`config.mk`:
```
export PLATFORM = sky130hd
export DESIGN_NAME = hill_block_decrypt
export DESIGN_NICKNAME = d
export VERILOG_FILES = /design/src/hw/rtl/hbd_pkg.sv /design/src/hw/rtl/hill_block_decrypt.sv /design/src/hw/rtl/hbd_cell.sv
export SDC_FILE = /design/constraint.sdc
export NUM_CORES = 1
export LEC_CHECK = 0
export BUFFER_PORTS_ARGS = -buffer_cell sky130_fd_sc_hd__buf_2
export CAP_MARGIN = 20
export CORE_UTILIZATION = 45
export CTS_CLUSTER_SIZE = 20
export DETAILED_ROUTE_END_ITERATION = 10
export MAX_ROUTING_LAYER = met4
export SLEW_MARGIN = 40
export SYNTH_ARGS = -nofsm -noshare
export SYNTH_HDL_FRONTEND = slang
export SYNTH_SLANG_ARGS = --single-unit
```
`constraint.sdc`:
```
create_clock -name i_clk -period 17.87 [get_ports i_clk]
set_input_delay 3.574 -clock i_clk [delete_from_list [all_inputs] [get_ports i_clk]]
set_output_delay 3.574 -clock i_clk [all_outputs]
set_load 0.02 [all_outputs]
```
`src/hw/rtl/hbd_pkg.sv`:
```
`timescale 1ns / 1ps

package hbd_pkg;

    localparam int CODE_W      = 5;
    localparam int KEY_INDEX_W = 4;
    localparam int KEY_SIZE_W  = 3;
    localparam int PROD_W      = 2 * CODE_W;
    localparam int MODULUS     = 26;

    localparam logic CMD_KEY    = 1'b0;
    localparam logic CMD_LETTER = 1'b1;

    typedef struct packed {
        logic                   command;
        logic [KEY_INDEX_W-1:0] key_index;
        logic [CODE_W-1:0]      key_value;
        logic [CODE_W-1:0]      letter_code;
        logic                   last_letter;
    } t_in_item;

    typedef struct packed {
        logic [CODE_W-1:0] plain_code;
        logic              last_of_block;
    } t_out_item;

    typedef struct packed {
        logic valid;
        logic last;
    } t_tag;

    // residue mod 26 of a value below 1024 by six compare-subtract steps
    function automatic logic [CODE_W-1:0] mod26(input logic [PROD_W-1:0] a);
        logic [PROD_W-1:0] x;
        x = a;
        for (int s = 5; s >= 0; s--) begin
            if (x >= PROD_W'(MODULUS << s)) begin
                x = x - PROD_W'(MODULUS << s);
            end
        end
        return x[CODE_W-1:0];
    endfunction

endpackage

```
`src/hw/rtl/hill_block_decrypt.sv`:
```
`timescale 1ns / 1ps

// Hill block decryption mod 26. A key item (command 0) writes one inverse-key
// entry. Letter items (command 1) are taken one per cycle while a k-by-k
// block fills row by row; the letter that fills the block, or one marked
// last, starts a flush. During a flush the input stalls until the final
// result leaves the cell chain; the k*k products of Kinv * C enter a chain
// of MAX_KEY cells one per cycle while the output does not stall, each cell
// holding one key column and one block row and adding its term mod 26 over
// two register stages. Results leave in row-major order, the final one of
// each block marked with last_of_block. The next item is taken while the
// final result still waits in the output register. Key size is written on
// the configuration port while idle; 0 acts as 1 and values above MAX_KEY
// as MAX_KEY, and a write drops any partly filled block.
module hill_block_decrypt #(
    parameter int MAX_KEY = 4
) (
    input  logic                              i_clk,
    input  logic                              i_rst_n,
    input  logic                              i_in_valid,
    output logic                              o_in_stall,
    input  hbd_pkg::t_in_item                 i_in_item,
    output logic                              o_out_valid,
    input  logic                              i_out_stall,
    output hbd_pkg::t_out_item                o_out_item,
    input  logic                              i_cfg_valid,
    output logic                              o_cfg_ready,
    input  logic [hbd_pkg::KEY_SIZE_W-1:0]    i_cfg_data
);
    import hbd_pkg::*;

    localparam int IW = $clog2(MAX_KEY);
    localparam int KW = $clog2(MAX_KEY + 1);

    logic [KW-1:0] r_side;
    logic [IW-1:0] r_fill_row;
    logic [IW-1:0] r_fill_col;
    logic          r_busy;
    logic          r_issue;
    logic [IW-1:0] r_iss_row;
    logic [IW-1:0] r_iss_col;
    logic          r_out_valid;
    t_out_item     r_out;

    logic [KW-1:0] n_side;
    logic [KW-1:0] side_m1;
    logic          in_acc;
    logic          cfg_acc;
    logic          letter_acc;
    logic          key_acc;
    logic          fill_col_end;
    logic          fill_full;
    logic          flush;
    logic          iss_col_end;
    logic          iss_last;
    logic          advance;

    t_tag              w_tag [0:MAX_KEY];
    logic [IW-1:0]     w_row [0:MAX_KEY];
    logic [IW-1:0]     w_col [0:MAX_KEY];
    logic [CODE_W-1:0] w_sum [0:MAX_KEY];

    assign o_in_stall  = r_busy;
    assign o_cfg_ready = !r_busy;
    assign in_acc      = i_in_valid && !r_busy;
    assign cfg_acc     = i_cfg_valid && !r_busy;
    assign letter_acc  = in_acc && (i_in_item.command == CMD_LETTER);
    assign key_acc     = in_acc && (i_in_item.command == CMD_KEY);
    assign advance     = !r_out_valid || !i_out_stall;

    assign side_m1      = r_side - KW'(1);
    assign fill_col_end = (KW'(r_fill_col) == side_m1);
    assign fill_full    = fill_col_end && (KW'(r_fill_row) == side_m1);
    assign flush        = letter_acc && (fill_full || i_in_item.last_letter);
    assign iss_col_end  = (KW'(r_iss_col) == side_m1);
    assign iss_last     = iss_col_end && (KW'(r_iss_row) == side_m1);

    always_comb begin
        if (i_cfg_data == '0) begin
            n_side = KW'(1);
        end else if (int'(i_cfg_data) > MAX_KEY) begin
            n_side = KW'(MAX_KEY);
        end else begin
            n_side = KW'(i_cfg_data);
        end
    end

    // block fill position and key size
    always_ff @(posedge i_clk) begin
        if (!i_rst_n) begin
            r_side     <= KW'(2);
            r_fill_row <= '0;
            r_fill_col <= '0;
        end else if (cfg_acc) begin
            r_side     <= n_side;
            r_fill_row <= '0;
            r_fill_col <= '0;
        end else if (letter_acc) begin
            if (flush) begin
                r_fill_row <= '0;
                r_fill_col <= '0;
            end else if (fill_col_end) begin
                r_fill_row <= r_fill_row + IW'(1);
                r_fill_col <= '0;
            end else begin
                r_fill_col <= r_fill_col + IW'(1);
            end
        end
    end

    // flush sequencing
    always_ff @(posedge i_clk) begin
        if (!i_rst_n) begin
            r_busy    <= 1'b0;
            r_issue   <= 1'b0;
            r_iss_row <= '0;
            r_iss_col <= '0;
        end else begin
            if (flush) begin
                r_busy    <= 1'b1;
                r_issue   <= 1'b1;
                r_iss_row <= '0;
                r_iss_col <= '0;
            end else if (r_issue && advance) begin
                if (iss_last) begin
                    r_issue <= 1'b0;
                end else if (iss_col_end) begin
                    r_iss_row <= r_iss_row + IW'(1);
                    r_iss_col <= '0;
                end else begin
                    r_iss_col <= r_iss_col + IW'(1);
                end
            end
            if (advance && w_tag[MAX_KEY].valid && w_tag[MAX_KEY].last) begin
                r_busy <= 1'b0;
            end
        end
    end

    assign w_tag[0] = '{valid: r_issue, last: iss_last};
    assign w_row[0] = r_iss_row;
    assign w_col[0] = r_iss_col;
    assign w_sum[0] = '0;

    for (genvar g = 0; g < MAX_KEY; g++) begin : g_cell
        hbd_cell #(
            .MAX_KEY  (MAX_KEY),
            .CELL_IDX (g)
        ) u_cell (
            .i_clk       (i_clk),
            .i_rst_n     (i_rst_n),
            .i_advance   (advance),
            .i_active    (int'(r_side) > g),
            .i_key_we    (key_acc),
            .i_key_index (i_in_item.key_index),
            .i_key_value (i_in_item.key_value),
            .i_blk_we    (letter_acc),
            .i_blk_row   (r_fill_row),
            .i_blk_col   (r_fill_col),
            .i_blk_data  (i_in_item.letter_code),
            .i_tag       (w_tag[g]),
            .i_row       (w_row[g]),
            .i_col       (w_col[g]),
            .i_sum       (w_sum[g]),
            .o_tag       (w_tag[g+1]),
            .o_row       (w_row[g+1]),
            .o_col       (w_col[g+1]),
            .o_sum       (w_sum[g+1])
        );
    end

    // output register
    always_ff @(posedge i_clk) begin
        if (!i_rst_n) begin
            r_out_valid <= 1'b0;
        end else if (advance) begin
            r_out_valid <= w_tag[MAX_KEY].valid;
        end
    end

    always_ff @(posedge i_clk) begin
        if (advance) begin
            r_out.plain_code    <= w_sum[MAX_KEY];
            r_out.last_of_block <= w_tag[MAX_KEY].last;
        end
    end

    assign o_out_valid = r_out_valid;
    assign o_out_item  = r_out;

endmodule

```
`src/hw/rtl/hbd_cell.sv`:
```
`timescale 1ns / 1ps

module hbd_cell #(
    parameter int MAX_KEY  = 4,
    parameter int CELL_IDX = 0
) (
    input  logic                           i_clk,
    input  logic                           i_rst_n,
    input  logic                           i_advance,
    input  logic                           i_active,
    input  logic                           i_key_we,
    input  logic [hbd_pkg::KEY_INDEX_W-1:0] i_key_index,
    input  logic [hbd_pkg::CODE_W-1:0]     i_key_value,
    input  logic                           i_blk_we,
    input  logic [$clog2(MAX_KEY)-1:0]     i_blk_row,
    input  logic [$clog2(MAX_KEY)-1:0]     i_blk_col,
    input  logic [hbd_pkg::CODE_W-1:0]     i_blk_data,
    input  hbd_pkg::t_tag                  i_tag,
    input  logic [$clog2(MAX_KEY)-1:0]     i_row,
    input  logic [$clog2(MAX_KEY)-1:0]     i_col,
    input  logic [hbd_pkg::CODE_W-1:0]     i_sum,
    output hbd_pkg::t_tag                  o_tag,
    output logic [$clog2(MAX_KEY)-1:0]     o_row,
    output logic [$clog2(MAX_KEY)-1:0]     o_col,
    output logic [hbd_pkg::CODE_W-1:0]     o_sum
);
    import hbd_pkg::*;

    localparam int IW = $clog2(MAX_KEY);

    // key column CELL_IDX and block row CELL_IDX
    logic [CODE_W-1:0] r_key [0:MAX_KEY-1];
    logic [CODE_W-1:0] r_blk [0:MAX_KEY-1];

    t_tag              r_a_tag;
    logic [IW-1:0]     r_a_row;
    logic [IW-1:0]     r_a_col;
    logic [CODE_W-1:0] r_a_sum;
    logic [PROD_W-1:0] r_a_prod;
    t_tag              r_b_tag;
    logic [IW-1:0]     r_b_row;
    logic [IW-1:0]     r_b_col;
    logic [CODE_W-1:0] r_b_sum;

    logic [PROD_W-1:0] n_prod;
    logic [CODE_W-1:0] n_sum;

    always_ff @(posedge i_clk) begin
        if (!i_rst_n) begin
            for (int r = 0; r < MAX_KEY; r++) begin
                r_key[r] <= '0;
                r_blk[r] <= '0;
            end
        end else begin
            for (int r = 0; r < MAX_KEY; r++) begin
                if (i_key_we && (int'(i_key_index) == r * MAX_KEY + CELL_IDX)) begin
                    r_key[r] <= i_key_value;
                end
            end
            if (i_blk_we && (int'(i_blk_row) == CELL_IDX)) begin
                r_blk[i_blk_col] <= i_blk_data;
            end
        end
    end

    always_comb begin
        if (i_active) begin
            n_prod = {{CODE_W{1'b0}}, r_key[i_row]} * {{CODE_W{1'b0}}, r_blk[i_col]};
        end else begin
            n_prod = '0;
        end
        n_sum = mod26({{CODE_W{1'b0}}, r_a_sum} + r_a_prod);
    end

    always_ff @(posedge i_clk) begin
        if (!i_rst_n) begin
            r_a_tag <= '0;
            r_b_tag <= '0;
        end else if (i_advance) begin
            r_a_tag <= i_tag;
            r_b_tag <= r_a_tag;
        end
    end

    always_ff @(posedge i_clk) begin
        if (i_advance) begin
            r_a_row  <= i_row;
            r_a_col  <= i_col;
            r_a_sum  <= i_sum;
            r_a_prod <= n_prod;
            r_b_row  <= r_a_row;
            r_b_col  <= r_a_col;
            r_b_sum  <= n_sum;
        end
    end

    assign o_tag = r_b_tag;
    assign o_row = r_b_row;
    assign o_col = r_b_col;
    assign o_sum = r_b_sum;

endmodule

```
-- Word-level counts from Yosys, hierarchy flattened
Memory sizes are Yosys's and may differ from the RTL's. A register that Yosys moved wholly into a read port is not among the register bits.
Cells that the tools add are included.
- memories: 8
- RAM bits: 160
- register bits: 135
- bitwise logic cells: 19
- order comparisons: 29
- multiply operators: 4
- add/sub/neg operators: 32
- mux-type cells: 133
- eq/ne operators: 22
- reductions and logical operators: 52
- memory list (name ; words ; bits a word ; read ports ; clocked after Yosys merged registers in ; write ports ; RTL line ; text):
    g_cell[0].u_cell.r_blk ; 4 ; 5 ; 1 ; 1 ; 4 ; hbd_cell.sv:33 ; logic [CODE_W-1:0] r_blk [0:MAX_KEY-1];
    g_cell[0].u_cell.r_key ; 4 ; 5 ; 1 ; 1 ; 4 ; hbd_cell.sv:32 ; logic [CODE_W-1:0] r_key [0:MAX_KEY-1];
    g_cell[1].u_cell.r_blk ; 4 ; 5 ; 1 ; 1 ; 4 ; hbd_cell.sv:33 ;
    g_cell[1].u_cell.r_key ; 4 ; 5 ; 1 ; 1 ; 4 ; hbd_cell.sv:32 ;
    g_cell[2].u_cell.r_blk ; 4 ; 5 ; 1 ; 1 ; 4 ; hbd_cell.sv:33 ;
    g_cell[2].u_cell.r_key ; 4 ; 5 ; 1 ; 1 ; 4 ; hbd_cell.sv:32 ;
    +2 memories ; -- ; -- ; -- ; -- ; -- ; -- ;
- operators with widths (operator ; count):
    $mux 10 ; 20
    $mux 5 ; 24
    $mux 1 ; 68
    $ge 10x10->1 const B ; 4
    $ge 10x5->1 const B ; 4
    $ge 10x6->1 const B ; 4
    $ge 10x7->1 const B ; 4
    $ge 10x8->1 const B ; 4
    $ge 10x9->1 const B ; 4
    $mul 5x5->10 ; 4
    $sub 10x10->10 const B ; 4
    $sub 10x6->10 const B ; 4
    $sub 10x7->10 const B ; 4
    $sub 10x8->10 const B ; 4
    $sub 10x9->10 const B ; 4
    $mux 2 ; 19
    $eq 4x4->1 const B ; 8
    $add 5x10->10 ; 3
    $logic_and 1x1->1 ; 30
    $reduce_or 5->1 ; 4
    $sub 5x5->5 const B ; 4
    $eq 4x3->1 const B ; 4
    $or 1x1->1 ; 16
    $eq 2x3->1 ; 4
    20 further kinds ; 39

-- Depth between registers and ports, before layout
Gate-level depths: netlist of the first run.
- word-level depth: 13
- gate-level depth with buffers: 32
- mapped depth without buffers: 31

-- By module
A second synthesis of the first run with hierarchy kept.
- cells, all modules: 2014
- area, all modules: 21782.1 sq um
- by module, submodules not included (module ; area each (sq um) ; cells each ; times used):
    hbd_cell (g_cell[1].u_cell) ; 5482.8 ; 522 ; 1
    hbd_cell (g_cell[0].u_cell) ; 5079.9 ; 461 ; 1
    hbd_cell (g_cell[2].u_cell) ; 5078.6 ; 460 ; 1
    hbd_cell (g_cell[3].u_cell) ; 5071.1 ; 461 ; 1
    hill_block_decrypt ; 1069.8 ; 110 ; 1

-- Worst setup path after synthesis of the first run
OpenSTA, ideal clock, no wires.
- path type: input to register
- start point: in i_out_stall
- end point: reg g_cell[0].u_cell.r_b_col[0], enable pin
- data required time: 17.360 ns
- data arrival time: 7.020 ns
- stages on the path: 4
- setup slack: 10.340 ns
- cell sequence: and2_1 > clkbuf_1 > clkinv_1 > clkbuf_1
- longest elaborated chain between the ends: 2
- ends and longest elaborated chain (item ; RTL line ; text):
    start, declared ; hill_block_decrypt.sv:24 ; input logic i_out_stall,
    $logic_not 1->1 ; hill_block_decrypt.sv:69 ; assign advance = !r_out_valid || !i_out_stall;
    $logic_or 1x1->1 ; hill_block_decrypt.sv:69 ;
    end signal, assigned ; hbd_cell.sv:92 ; r_b_col <= r_a_col;
    end, declared ; hbd_cell.sv:42 ; logic [IW-1:0] r_b_col;
Every way passes these cells.
A chain may end at the register's enable or synchronous reset.

-- Worst setup path after layout of the first run
- start point: reg g_cell[0].u_cell.r_a_prod[3]
- end point: reg g_cell[0].u_cell.r_b_sum[2] (data pin)
- longest elaborated chain between the ends: 12
- ends and longest elaborated chain (item ; RTL line ; text):
    start, declared ; hbd_cell.sv:39 ; logic [PROD_W-1:0] r_a_prod;
    start signal, assigned ; hbd_cell.sv:90 ; r_a_prod <= n_prod;
    $sub 10x10->10 or $ge 10x10->1 (tied branches) ; hbd_pkg.sv:38, hbd_pkg.sv:37 ;
    $mux 10 (*) ; hbd_pkg.sv:37 ; if (x >= PROD_W'(MODULUS << s)) begin
    $sub 10x9->10 or $ge 10x9->1 (tied branches) ; hbd_pkg.sv:38, hbd_pkg.sv:37 ;
    $mux 10 (*) ; hbd_pkg.sv:37 ;
    $sub 10x8->10 or $ge 10x8->1 (tied branches) ; hbd_pkg.sv:38, hbd_pkg.sv:37 ;
    $mux 10 (*) ; hbd_pkg.sv:37 ;
    $sub 10x7->10 or $ge 10x7->1 (tied branches) ; hbd_pkg.sv:38, hbd_pkg.sv:37 ;
    $mux 10 (*) ; hbd_pkg.sv:37 ;
    $sub 10x6->10 or $ge 10x6->1 (tied branches) ; hbd_pkg.sv:38, hbd_pkg.sv:37 ;
    $mux 10 (*) ; hbd_pkg.sv:37 ;
    $ge 10x5->1 or $sub 5x5->5 (tied branches) ; hbd_pkg.sv:37, hbd_pkg.sv:38 ;
    $mux 5 (*) ; hbd_pkg.sv:37 ;
    named net g_cell[0].u_cell.n_sum[2] ; hbd_cell.sv:46 ; logic [CODE_W-1:0] n_sum;
    end signal, assigned ; hbd_cell.sv:93 ; r_b_sum <= n_sum;
    end, declared ; hbd_cell.sv:43 ; logic [CODE_W-1:0] r_b_sum;
Mark *: on every way through the listed nets, which the timed path passes. The rest lies on a longest branch.

==> run_results.csv, run 1 <==
group,metric,value,unit
status,status,"complete, no violations",
sta,final_max_slew_viol_count,0,
critical_path,required,18160,ps
layout,area_delta_synth_final,8.61,%
clock_network,root_buffer,"clkbuf_16",
clock_network,cts.clk_slew.worst_paths,60,ps
critical_path,crit_fanout,9,
logic_synthesis,ys_warn_count,0,
logic_synthesis,async_flop_share,0,
logic_synthesis,synth_edf_count,265,
logic_synthesis,syn_nets,2240,
clock_network,cts_setup_buffers,0,
layout,layout-drive-gt1-share,0.103,
sta,slew_headroom,0.417,
route,wl_met2,22.4,mm
place,place_inst,2632,
route,drt-met1-wl,21.8,mm
layout,layout_common_cells,"edfxtp_1 (265), and2_1 (227), nand2_1 (201), nor2_1 (139), inv_1 (113)",
logic_synthesis,yosysSeqAreaShare,0.414,
clock_network,cts_hold_buf,0,
route,dr.pass1.iters,7,
floorplan,core-area,46800,µm²
global_route,antenna_found_initial,0,
floorplan,die_area,48600,µm²
clock_network,clkLatencyLatePin,550,ps
sta,period_minus_slack,7410,ps
route,wire_per_inst,17.3,µm
clock_network,htree_levels,2,
route,top_layer,"met4",
place,gp_congestion,0.889,
critical_path,crit_type,"reg -> reg",
logic_synthesis,syn_avg_cell_area,10.4,µm²
clock_network,post_cts_resize_count,0,
global_route,grt_pass1_vias,14686,
hold_path,hold_class,"reg -> reg",
critical_path,endpoint_kind,"flip-flop",
layout,n_antenna_cell,0,
clock_network,cts_buffers,37,
sta,fin_setup_tns,0,ps
layout,final-seq-area,8880,µm²
sta,fin_crit_sh,0.415,
sta,setup_ws,10460,ps
place,dpl-instance-area,22100,µm²
route,drcViolationCount,0,
power,p_per_area,160,nW/µm²
place,pre_cts_slack,10480,ps
power,ir_worst_vdd,0.104,mV
power,p_leak,9.12,nW
floorplan,die_h,220,µm
layout,final_area,23300,µm²
place,io_buffers,32,
sta,worst_pin_slew,870,ps
logic_synthesis,synth_ff_type,"edfxtp_1",
logic_synthesis,syn_inst,2068,
layout,final_common_cell,"edfxtp_1",
sta,setup_viol,0,
route,via_count,15423,
flow_run,maxCapViolations,0,
clock_network,cts_tree,"yes",
clock_network,clock_sinks,311,
global_route,grt_first_pass_wirelength,76.8,mm
logic_synthesis,synth_cell_type_count,119,
logic_synthesis,netlist_area,21500,µm²
clock_network,clockBufferDepth,3,
logic_synthesis,synth-seq-cells,311,
route,drtIter0Drc,886,
sta,finalHoldViolCount,0,
floorplan,row_count,79,
critical_path,cp_data_arrival_time,7700,ps
floorplan,start_util,0.459,
sta,fmax,135,MHz
critical_path,cp-start-kind,"flip-flop",
layout,fillers,4249,
layout,multi_input_area,11800,µm²
floorplan,dieWidth,220,µm
sta,skew,28.1,ps
route,routed_via_density,5.71,
global_route,grt_start_max_net_pins,69,
route,wl_met3,1.74,mm
global_route,overflow,0,
power,p_total,0.00373,W
floorplan,pin_count,33,
layout,finalNonFillerCells,2700,
layout,nets,2236,
sta,rsz0062_at_grt,"no",
route,ant_nets,0,
place,dp_hpwl,34.9,mm
global_route,gr-usage-all-layers,0.203,
route,drt-total-wl,46.8,mm
## metrics by stage
step	utilization	hold WS, ps
finish	0.498	417
global route	0.498	423
CTS	0.498	418
detailed placement	0.473	405
global placement	0.472	403
floorplan	-	400
## metal layers
layer  global-route usage  vias up
met2                0.329      303
met3               0.0220       67
met5                    -        -
li1                     -     7594
met4               0.0552        0
met1                0.271     7459
## critical path, stage by stage (launching register included)
cell      delay (ps)
edfxtp_1         500
or4_4            580
nor4_1           370
or2_2            210
ha_1             140
a31oi_1           80
o21ai_0          220
a31oi_4          210
o21a_1           250
ha_1             300
and2_1           220
o31a_1           410
xnor2_1          410
ha_1             220
and3_1           200
nor3_1            60
mux2_4           300
o211a_4          280
xnor2_1          210
ha_1             240
or4_1            540
and3_4           210
nand4_2          110
mux2i_1          290
a21bo_1          270
o21ai_2          190
mux2i_1          100
## final timing paths
| kind | startpoint | to | slack [ps] | cells past startpoint |
|---|---|---|---|---|
| setup reg to reg | g_cell[0].u_cell.r_a_prod[3] | g_cell[0].u_cell.o_sum[2] | 10460 | 26 |
| hold reg to reg | g_cell[2].u_cell.o_sum[3] | g_cell[3].u_cell.r_a_sum[3] | 420 | 0 |
| setup / recovery | g_cell[0].u_cell.r_a_prod[3] | g_cell[0].u_cell.o_sum[2] | 10460 | 26 |
| hold / removal | g_cell[2].u_cell.o_sum[3] | g_cell[3].u_cell.r_a_sum[3] | 420 | 0 |
## state kept, by name (all words and copies together), names as in the netlist, 8 cells and up, named ones only
signal and count:
g_cell.u_cell.o_tag 8, g_cell.u_cell.r_a_sum 15, g_cell.u_cell.r_key 80, g_cell.u_cell.o_sum 20, g_cell.u_cell.r_a_tag 8, g_cell.u_cell.r_a_prod 40, g_cell.u_cell.r_blk 80
## area by class of cell
class	count	share of cell area
Sequential cell	311	0.381
Clock inverter	10	0.00467
Clock buffer	58	0.0468
Inverter	114	0.0185
Timing Repair Buffer	39	0.00913
Multi-Input combinational cell	1561	0.507
Tap cell	607	0.0326
## cells in the mapped netlist, types with 14 or more instances
cell / number / area share
nor3_1: 41 / 0.0096
a211oi_1: 24 / 0.0084
nand2_1: 201 / 0.035
fa_1: 39 / 0.036
a21o_1: 21 / 0.0073
nor2b_1: 23 / 0.0067
xor2_1: 18 / 0.0073
nand3_1: 36 / 0.0084
buf_2: 16 / 0.0037
a21oi_1: 63 / 0.015
clkbuf_1: 57 / 0.010
a21boi_0: 17 / 0.0059
inv_1: 113 / 0.020
dfxtp_1: 46 / 0.043
and3_1: 19 / 0.0055
nand4_1: 15 / 0.0044
nor2_1: 140 / 0.024
a31oi_1: 14 / 0.0041
xnor2_1: 59 / 0.024
nand2b_1: 24 / 0.0070
mux2i_1: 19 / 0.0089
o21ai_0: 70 / 0.016
mux4_2: 40 / 0.042
o21a_1: 16 / 0.0056
edfxtp_1: 265 / 0.37
ha_1: 109 / 0.064
and2_1: 227 / 0.066
## logic make-up (layout without fill, tap and decap cells)
kind of cell | Yosys count | count (layout) | share of synthesized area
muxes | 76 | 76 | 0.0609
AOI/OAI and AO/OA | 424 | 424 | 0.146
xor gates and xnor gates | 80 | 80 | 0.0337
buffers and inverters | 196 | 221 | 0.0370
DFF | 311 | 311 | 0.414
adders and majority gates | 152 | 152 | 0.102
and+or+nand+nor | 829 | 829 | 0.206
## power breakdown
| part | total (W) | internal, W | switching, W |
|---|---|---|---|
| Clock | 0.000737 | 0.000439 | 0.000298 |
| Sequential | 0.000971 | 0.000921 | 0.0000505 |
| Combinational | 0.00202 | 0.000809 | 0.00121 |
| Total | 0.00373 | 0.00217 | 0.00156 |
Note: power is estimated with default switching activity, not from simulation.
==> run 2: changes to the inputs <==
Clock period 17.87 ns to 6.1 ns, I/O delays scaled along.
==> run_results.csv, run 2 (synthesized netlist as in run 1, its figures left out) <==
group,metric,value,unit
layout,layout-drive-gt1-share,0.160,
layout,layout_common_cells,"edfxtp_1 (265), and2_1 (226), nand2_1 (199), nor2_1 (136), inv_1 (111)",
clock_network,cts_hold_buf,0,
floorplan,dieWidth,220,µm
floorplan,start_util,0.459,
global_route,grt_start_max_net_pins,77,
sta,whs,415,ps
route,via_count,15624,
sta,setup_viol,0,
floorplan,core-area,46800,µm²
clock_network,cts_tree,"yes",
clock_network,clockBufferDepth,3,
sta,fin_setup_tns,0,ps
layout,nets,2309,
layout,top_regs,"g_cell.u_cell.r_blk: 80 flops, g_cell.u_cell.r_key: 80 flops, g_cell.u_cell.r_a_prod: 40 flops",
critical_path,cp_data_arrival_time,6330,ps
layout,multi_input_area,12200,µm²
power,ir_worst_vdd,0.361,mV
place,io_buffers,32,
route,drtIter0Drc,861,
sta,fin_crit_sh,0.989,
critical_path,endpoint_kind,"flip-flop",
global_route,antenna_found_initial,4,
place,gp_congestion,0.861,
global_route,gr-usage-all-layers,0.209,
critical_path,required,6400,ps
sta,final_max_slew_viol_count,0,
layout,final-seq-area,8880,µm²
critical_path,cp_slowest_stage_delay,360,ps
flow_run,maxCapViolations,0,
place,dp_hpwl,35.6,mm
route,drt-total-wl,48.3,mm
floorplan,die_h,220,µm
global_route,overflow,0,
hold_path,hold_class,"reg -> reg",
sta,rsz0062_at_grt,"yes",
floorplan,die_area,48600,µm²
global_route,grt_first_pass_wirelength,79.2,mm
critical_path,crit_fanout,4,
critical_path,crit_type,"reg -> reg",
power,p_per_area,499,nW/µm²
sta,worst_pin_slew,795,ps
clock_network,cts.clk_slew.worst_paths,60,ps
floorplan,row_count,79,
status,status,"complete, but fails checks",
layout,post-route-util,0.520,
critical_path,worst_path_max_delay_cell,"edfxtp_1",
global_route,grt_pass1_vias,15183,
sta,fmax,166,MHz
sta,period_minus_slack,6030,ps
floorplan,pin_count,33,
clock_network,root_buffer,"clkbuf_16",
layout,final_common_cell,"edfxtp_1",
route,ant_nets,0,
critical_path,cp-start-kind,"flip-flop",
power,p_leak,9.60,nW
status,violations,"design-rule violations",
clock_network,cts_buffers,37,
route,wire_per_inst,17.4,µm
sta,finalHoldViolCount,0,
clock_network,htree_levels,2,
power,p_total,0.0121,W
clock_network,clock_sinks,311,
route,drcViolationCount,1,
route,dr.pass1.iters,8,
sta,slew_headroom,0.466,
layout,area_delta_synth_final,13.3,%
sta,skew,22.6,ps
route,routed_via_density,5.63,
layout,fillers,4193,
clock_network,clkLatencyLatePin,560,ps
-- run 2: metrics by stage --
stage               setup slack (ps)  cell area [µm²]  cells
detailed placement             -89.7            22600   2688
CTS                            -2.51            24000   2766
global route                    -193            24300   2775
floorplan                      -87.7            21600   2068
global placement                84.7            22600   2688
finish                          68.4            24300   2775
-- run 2: critical path, delay by kind of cell (launching register included) --
kind / cells / cell delay, ps
DFF: 1 / 360
muxes: 2 / 540
and+or+nand+nor: 11 / 1600
AOI/OAI and AO/OA: 7 / 1370
adders and majority gates: 5 / 890
buffers and inverters: 2 / 220
xor gates and xnor gates: 4 / 800
-- run 2: per-layer routing --
metal,vias to the layer above,track usage,wire [µm]
met2,265,0.345,23200
met5,-,-,0
met4,0,0.0503,836
li1,7740,-,-
met3,60,0.0252,1740
met1,7559,0.274,22500
-- run 2: worst paths after layout --
kind	from	end	slack [ps]	cells past startpoint
worst min register to register	g_cell[1].u_cell.o_sum[1]	g_cell[2].u_cell.r_a_sum[1]	420	0
worst max-delay path	g_cell[0].u_cell.r_a_prod[6]	g_cell[0].u_cell.o_sum[4]	70	31
worst max register to register	g_cell[0].u_cell.r_a_prod[6]	g_cell[0].u_cell.o_sum[4]	70	31
worst min-delay path	g_cell[1].u_cell.o_sum[1]	g_cell[2].u_cell.r_a_sum[1]	420	0
-- run 2: where the power goes --
part	switching (W)	leakage (nW)	internal, W
Clock	0.000926	0.636	0.00140
Sequential	0.000143	3.18	0.00270
Combinational	0.00389	5.78	0.00306
Total	0.00496	9.60	0.00716
-- run 2: layout make-up --
cell class              count  share of cell area
diodes                      2            0.000206
clock buffers              43              0.0411
clock inverters            25              0.0117
inverters                 114              0.0178
multi-input cells        1561               0.501
flip-flops and latches    311               0.365
well taps                 607              0.0313
repair buffers            112              0.0313
-- run 2: repair_timing --
item / in CTS / in global routing
pin swaps: 15 / 18
resized for setup: 3 / 49
buffers inserted: 10 / 7
endpoints found under the setup margin: 7 / 15
gates cloned: 0 / 0
